--- src/hw/rtl/ptk_pkg.sv ---
// ----------------------------------------------------------------------------
// Per-group top-K package
// Shared sizes, row type, memory request type and the reset row contents.
// ----------------------------------------------------------------------------
package ptk_pkg;

    localparam int LIST_LEN    = 5;
    localparam int GROUPS      = 8;
    localparam int TIME_W      = 32;
    localparam int GROUP_IDX_W = 3;
    localparam int GRP_AW      = (GROUPS > 1) ? $clog2(GROUPS) : 1;

    localparam int BASE_TIME = 60 * 60 * 10;
    localparam int STEP_TIME = 60 * 60;

    typedef logic signed [TIME_W-1:0] time_t;
    typedef logic [LIST_LEN-1:0][TIME_W-1:0] row_t;

    // Write and read request into the row memory.
    typedef struct packed {
        logic              rd_en;
        logic [GRP_AW-1:0] rd_addr;
        logic              wr_en;
        logic [GRP_AW-1:0] wr_addr;
        row_t              wr_row;
    } mem_req_t;

    // Contents of every row after reset: slot j holds the start time plus j steps.
    function automatic row_t reset_row();
        row_t r;
        for (int j = 0; j < LIST_LEN; j++) begin
            r[j] = TIME_W'(BASE_TIME + STEP_TIME * j);
        end
        return r;
    endfunction

endpackage

--- src/hw/rtl/ptk_row_mem.sv ---
// ----------------------------------------------------------------------------
// Row memory
// One row of LIST_LEN times per group, registered read. A per-row
// valid bit makes a row that was never written read as the reset row.
// ----------------------------------------------------------------------------
module ptk_row_mem
    import ptk_pkg::*;
(
    input  logic     aclk,
    input  logic     aresetn,
    input  mem_req_t req,
    output row_t     rd_row
);

    row_t               mem_array [GROUPS];
    logic [GROUPS-1:0]  row_vld_reg;
    row_t               rd_data_reg;
    logic               rd_vld_reg;

    // Storage write and registered read.
    always_ff @(posedge aclk) begin
        if (req.wr_en) begin
            mem_array[req.wr_addr] <= req.wr_row;
        end
        if (req.rd_en) begin
            rd_data_reg <= mem_array[req.rd_addr];
        end
    end

    // Row valid bits, cleared by reset, and the valid bit of the read row.
    always_ff @(posedge aclk) begin
        if (!aresetn) begin
            row_vld_reg <= '0;
            rd_vld_reg  <= 1'b0;
        end else begin
            if (req.wr_en) begin
                row_vld_reg[req.wr_addr] <= 1'b1;
            end
            if (req.rd_en) begin
                rd_vld_reg <= row_vld_reg[req.rd_addr];
            end
        end
    end

    // A row never written reads as its reset contents.
    assign rd_row = rd_vld_reg ? rd_data_reg : reset_row();

endmodule

--- src/hw/rtl/ptk_row_update.sv ---
// ----------------------------------------------------------------------------
// Row update
// Parallel compare of the candidate against every slot and the shifted row
// with the candidate placed at the first qualifying slot.
// ----------------------------------------------------------------------------
module ptk_row_update
    import ptk_pkg::*;
(
    input  row_t  old_row,
    input  time_t cand,
    output row_t  new_row,
    output logic  hit
);

    logic [LIST_LEN-1:0] take;
    logic [LIST_LEN-1:0] past;

    // A slot takes the candidate when it is empty (negative) or greater.
    always_comb begin
        for (int i = 0; i < LIST_LEN; i++) begin
            take[i] = time_t'(old_row[i]) < 0 || time_t'(old_row[i]) > cand;
        end
    end

    // Slots after the insertion point take the entry one place up.
    always_comb begin
        past[0] = 1'b0;
        for (int i = 1; i < LIST_LEN; i++) begin
            past[i] = past[i-1] | take[i-1];
        end
    end

    always_comb begin
        new_row[0] = take[0] ? cand : old_row[0];
        for (int i = 1; i < LIST_LEN; i++) begin
            if (past[i]) begin
                new_row[i] = old_row[i-1];
            end else if (take[i]) begin
                new_row[i] = cand;
            end else begin
                new_row[i] = old_row[i];
            end
        end
    end

    assign hit = |take;

endmodule

--- src/hw/rtl/per_group_top_k_time_insert.sv ---
// ----------------------------------------------------------------------------
// Per-group top-K time insertion
// Keeps an ascending list of the best times for each group in a row memory
// and inserts each new time with at most one read and one write of its group's row.
// ----------------------------------------------------------------------------
//  Channel | Direction | Ports                          | Handshake
//  input   | in        | s_group_index, s_new_time      | s_valid / s_ready
//  result  | out       | m_inserted, m_bad_group        | m_valid / m_ready
//
// Each transaction reads its row on accept; the row is updated and written back
// in the update step, which holds until the output register frees.
// Reset is synchronous and active low; rows read as their start contents until
// first written, so no clearing pass is needed.
// The result waits in an output register; a following input transaction is
// accepted meanwhile and holds in its update step until that register frees.
// ----------------------------------------------------------------------------
module per_group_top_k_time_insert
    import ptk_pkg::*;
(
    input  logic                   aclk,
    input  logic                   aresetn,
    input  logic                   s_valid,
    output logic                   s_ready,
    input  logic [GROUP_IDX_W-1:0] s_group_index,
    input  logic signed [TIME_W-1:0] s_new_time,
    output logic                   m_valid,
    input  logic                   m_ready,
    output logic                   m_inserted,
    output logic                   m_bad_group
);

    typedef enum logic [1:0] {
        ST_IDLE   = 2'b01,
        ST_UPDATE = 2'b10
    } state_t;

    state_t   state_reg, state_next;
    time_t    time_reg;
    logic     bad_reg;
    logic [GRP_AW-1:0] grp_reg;
    logic     m_valid_reg, m_valid_next;
    logic     m_inserted_reg, m_bad_group_reg;

    mem_req_t mem_req;
    row_t     old_row;
    row_t     new_row;
    logic     hit;
    logic     s_fire;
    logic     out_free;
    logic     finish;

    assign s_fire   = s_valid && s_ready;
    assign out_free = !m_valid_reg || m_ready;
    assign finish   = (state_reg == ST_UPDATE) && out_free;

    ptk_row_mem u_mem (
        .aclk    (aclk),
        .aresetn (aresetn),
        .req     (mem_req),
        .rd_row  (old_row)
    );

    ptk_row_update u_upd (
        .old_row (old_row),
        .cand    (time_reg),
        .new_row (new_row),
        .hit     (hit)
    );

    // Memory request: read a valid group on accept, write a changed row on finish.
    always_comb begin
        mem_req.rd_en   = s_fire && (32'(s_group_index) < GROUPS);
        mem_req.rd_addr = s_group_index[GRP_AW-1:0];
        mem_req.wr_en   = finish && !bad_reg && hit;
        mem_req.wr_addr = grp_reg;
        mem_req.wr_row  = new_row;
    end

    // Sequencer.
    always_comb begin
        state_next = state_reg;
        case (state_reg)
            ST_IDLE: begin
                if (s_fire) begin
                    state_next = ST_UPDATE;
                end
            end
            ST_UPDATE: begin
                if (out_free) begin
                    state_next = ST_IDLE;
                end
            end
            default: state_next = ST_IDLE;
        endcase
    end

    always_comb begin
        m_valid_next = m_valid_reg;
        if (finish) begin
            m_valid_next = 1'b1;
        end else if (m_ready) begin
            m_valid_next = 1'b0;
        end
    end

    // Control registers.
    always_ff @(posedge aclk) begin
        if (!aresetn) begin
            state_reg   <= ST_IDLE;
            m_valid_reg <= 1'b0;
        end else begin
            state_reg   <= state_next;
            m_valid_reg <= m_valid_next;
        end
    end

    // Captured transaction and result payload.
    always_ff @(posedge aclk) begin
        if (s_fire) begin
            time_reg <= s_new_time;
            grp_reg  <= s_group_index[GRP_AW-1:0];
            bad_reg  <= !(32'(s_group_index) < GROUPS);
        end
        if (finish) begin
            m_inserted_reg  <= !bad_reg && hit;
            m_bad_group_reg <= bad_reg;
        end
    end

    assign s_ready     = (state_reg == ST_IDLE);
    assign m_valid     = m_valid_reg;
    assign m_inserted  = m_inserted_reg;
    assign m_bad_group = m_bad_group_reg;

`ifndef SYNTHESIS
    // A rejected group never reports an insert.
    a_bad_no_insert: assert property (@(posedge aclk) disable iff (!aresetn)
        m_valid |-> !(m_inserted && m_bad_group))
        else $error("insert reported for an out-of-range group");

    // The memory is written only while a transaction finishes.
    a_write_in_update: assert property (@(posedge aclk) disable iff (!aresetn)
        mem_req.wr_en |-> (state_reg == ST_UPDATE) && out_free)
        else $error("row write outside the update step");

    // Every accepted transaction moves to the update step.
    a_accept_update: assert property (@(posedge aclk) disable iff (!aresetn)
        s_fire |=> state_reg == ST_UPDATE)
        else $error("accepted transaction not processed");

    // A new result appears only after an update step.
    a_result_source: assert property (@(posedge aclk) disable iff (!aresetn)
        $rose(m_valid) |-> $past(state_reg == ST_UPDATE))
        else $error("result without an update step");
`endif

endmodule
--- config.mk ---
export PLATFORM = sky130hd
export DESIGN_NAME = per_group_top_k_time_insert
export DESIGN_NICKNAME = d
export VERILOG_FILES = /design/src/hw/rtl/ptk_pkg.sv /design/src/hw/rtl/ptk_row_mem.sv /design/src/hw/rtl/ptk_row_update.sv /design/src/hw/rtl/per_group_top_k_time_insert.sv
export SDC_FILE = /design/constraint.sdc
export NUM_CORES = 2
export LEC_CHECK = 0
export BUFFER_PORTS_ARGS = -buffer_cell sky130_fd_sc_hd__buf_2
export CORE_ASPECT_RATIO = 0.6
export CORE_MARGIN = 2
export CORE_UTILIZATION = 57
export DETAILED_ROUTE_END_ITERATION = 8
export MAX_ROUTING_LAYER = met4
export PLACE_DENSITY = 0.82
export SYNTH_ARGS = -nofsm -noshare
export SYNTH_HDL_FRONTEND = slang
export SYNTH_SLANG_ARGS = --single-unit
--- constraint.sdc ---
create_clock -name aclk -period 20.7 [get_ports aclk]
set_clock_uncertainty 0.2 [all_clocks]
set_input_delay 2.07 -clock aclk [delete_from_list [all_inputs] [get_ports aclk]]
set_output_delay 2.07 -clock aclk [all_outputs]
set_load 0.005 [all_outputs]
==> metrics <==
clock sinks ~1.5k; Power Dens Cells 93.7 mW/mm²; TritonRoute pass-1 iters 5; Clock Pin Slew Worst Setup and Hold Paths 0.07 ns; TritonCTS Buffers between 100 and 150; Seq/Total Area, Yosys 0.716; Core Region between 0.1 and 0.15 mm²; Max stage delay on crit path around 0.92 ns; Critical Path Source Type flip-flop; number of flops mapped to enable cells by yosys roughly 1.5k; CP arrival 7.48 ns; top-area cell type share of the netlist area 0.712; fin cells 4761; pre-CTS setup slack 13.57 ns; achievable frequency 137 MHz; post-placement cell count 4524; Setup violations, final 0; Die Wd ~430 µm; WP data required 20.88 ns; Rows slightly above 90; commonest non-fill, non-tap cell in the layout edfxtp_1; NumNets Final around 3.4k; min cycle time layout 7.30 ns; maximum vdd drop approximately 89 µV; area of the die between 0.1 and 0.15 mm²; CP cell instances buf_4 -> buf_4 -> nor2b_1 -> inv_1 -> ha_1 -> nand4_1 -> nor4_1 -> a21boi_0 -> o31a_1 -> o211ai_2 -> and4_2 -> nor4b_4 -> buf_4 -> nor2_4 -> buf_4 -> buf_4; Post-Route WL ~150000 µm; hpwl dp between 80000 and 90000 µm; initial drt markers about 4.5k; cell depth of the worst setup path 16; Initial Util 0.577; Slew Limit Fails 0; post-layout util 0.635; area leader, netlist edfxtp_1; CTS Buffer Depth 3; post-synthesis net count between 3k and 4k; root buf cell clkbuf_16; mean area per synthesized cell between 15 and 20 µm²; first-pass GRT wire length around 210000 µm; headroom to the max-slew limit 0.180; synthesized cell area 0.0623 mm²; outcome completed; max cap viols 0; PnR worst setup slack between 10 and 15 ns; leakage 23.2 nW; # DRC 0; Setup Fix Bufs, Post-CTS 0; Largest register FFs around 1.3k; HP Class flip-flop to flip-flop; share of layout cells above drive strength 1 0.275; vias in the first global route between 30k and 40k; clk_lat worst skew ~0.77 ns; Fin. Hold Viols 0; register bit total from synthesis about 1.5k; Post-DRT Antenna Nets 0; worst-path cell with the longest stage delay nor2_4; worst-path maximum fanout 47; Area Overhead vs Synth 10.0%; Syn Inst Count roughly 3.2k; Synth area leaders edfxtp_1 (71%), mux4_2 (12%), mux2_2 (4.6%), ha_1 (3.2%), mux2i_1 (1.9%); CTS tree built; Tot Pwr 0.00642 W; post-CTS resize count 0; top_reg_cell synth edfxtp_1; hold buffer count at CTS 0; via/cell ratio between 6 and 7; RSZ-0062 raised after global routing false; Hold Crit Depth 2; cell repeated most along the worst path buf_4; vias roughly 32k; GRT Total Usage 0.272; routed len/inst a little over 30 µm; asr flop ratio synth 0; Syn. warnings 0; kind of critical path flip-flop to flip-flop; Tcrit/Tclk final 0.352; crit end category flip-flop; GP Congestion 0.934; Slew @ Worst Pin between 1 and 1.5 ns; CP delay by family, top simple AND/OR/NAND/NOR gates; commonest non-fill, non-tap cells in the layout edfxtp_1 (1476), mux4_2 (322), mux2_2 (257), ha_1 (160), clkbuf_16 (136); grt total ovfl 0; R2R depth 16; Die Y-Extent roughly 260 µm; Ports 43; Distinct cells, synth 54; WP buf/inv 6; IO buf count about 40; H-tree depth 4; largest net degree at the start of global routing between 150 and 200; initial antenna violation count 5
where the power goes:
group          switching, W  total (W)  internal [W]  leakage, nW
sequential        0.0000267    0.00344       0.00341         13.6
clock               0.00108    0.00248       0.00139         2.10
combinational      0.000324   0.000507      0.000183         7.46
total               0.00143    0.00642       0.00499         23.2
per-stage QoR:
stage | hold slack (ns) | setup TNS, ns | instance area [µm²]
6_report | 0.253 | 0 | 68500
3_5_place_dp | 0.238 | 0 | 64200
3_3_place_gp | 0.236 | 0 | 64200
4_1_cts | 0.260 | 0 | 68500
5_1_grt | 0.292 | 0 | 68500
2_1_floorplan | 0.220 | -34.74 | 62300
cell families after synthesis:
logic type / count (synthesis) / synth area share
other: 1 / 0.0000602
multiplexers: 722 / 0.188
buffers and inverters: 221 / 0.0143
flip-flops: 1488 / 0.716
AND/OR/NAND/NOR: 378 / 0.0323
AO/OA/AOI/OAI: 184 / 0.0176
adder cells (fa/ha/maj): 160 / 0.0321
worst min-delay path, cell delays in order, from the launching register on:
cell and delay (ns):
dfxtp_1 0.33, nand2_1 0.04, o21ai_0 0.05
Yosys cell counts (all sizes together) (3+ instances only):
library cell  instances
nand2b               32
a211oi                3
nor2                 30
a221oi                5
nand4                32
a21oi                67
o211a                 3
ha                  160
and4                  3
nand2               120
nor4                 10
clkbuf               96
nor4b                 4
nand3                25
or4                   3
dfxtp                12
o21a                  3
and2                 99
mux4                322
mux2i               116
o211ai                7
nor2b                14
o21ai                59
nor3                  4
mux2                284
inv                  71
a21o                 18
edfxtp             1476
buf                  54
routing by layer:
| layer | global-route usage | wire length [µm] | up-vias |
|---|---|---|---|
| li1 | - | - | 12971 |
| met1 | 0.401 | 60200 | 16372 |
| met2 | 0.383 | 64400 | 2072 |
| met3 | 0.0716 | 18400 | 180 |
| met4 | 0.0635 | 2440 | 0 |
| met5 | - | 0 | - |
path summary, 6_finish.rpt:
path	slack (ns)	from	to
max	13.40	u_mem.rd_vld_reg	u_mem.mem_array[1][8]
min	0.25	u_mem.row_vld_reg[1]	u_mem.row_vld_reg[1]
max reg2reg	13.40	u_mem.rd_vld_reg	u_mem.mem_array[1][8]
min reg2reg	0.25	u_mem.row_vld_reg[1]	u_mem.row_vld_reg[1]
cell type report:
type / instances / area, µm²
sequential: 1488 / 44600
tap: 1425 / 1780
timing repair buffer: 95 / 689
fill: 6906 / 39300
clock inverter: 70 / 779
multi-input combinational: 1445 / 16900
inverter: 71 / 267
antenna: 3 / 7.51
clock buffer: 164 / 3530
Power figures use the tool's default switching activity.
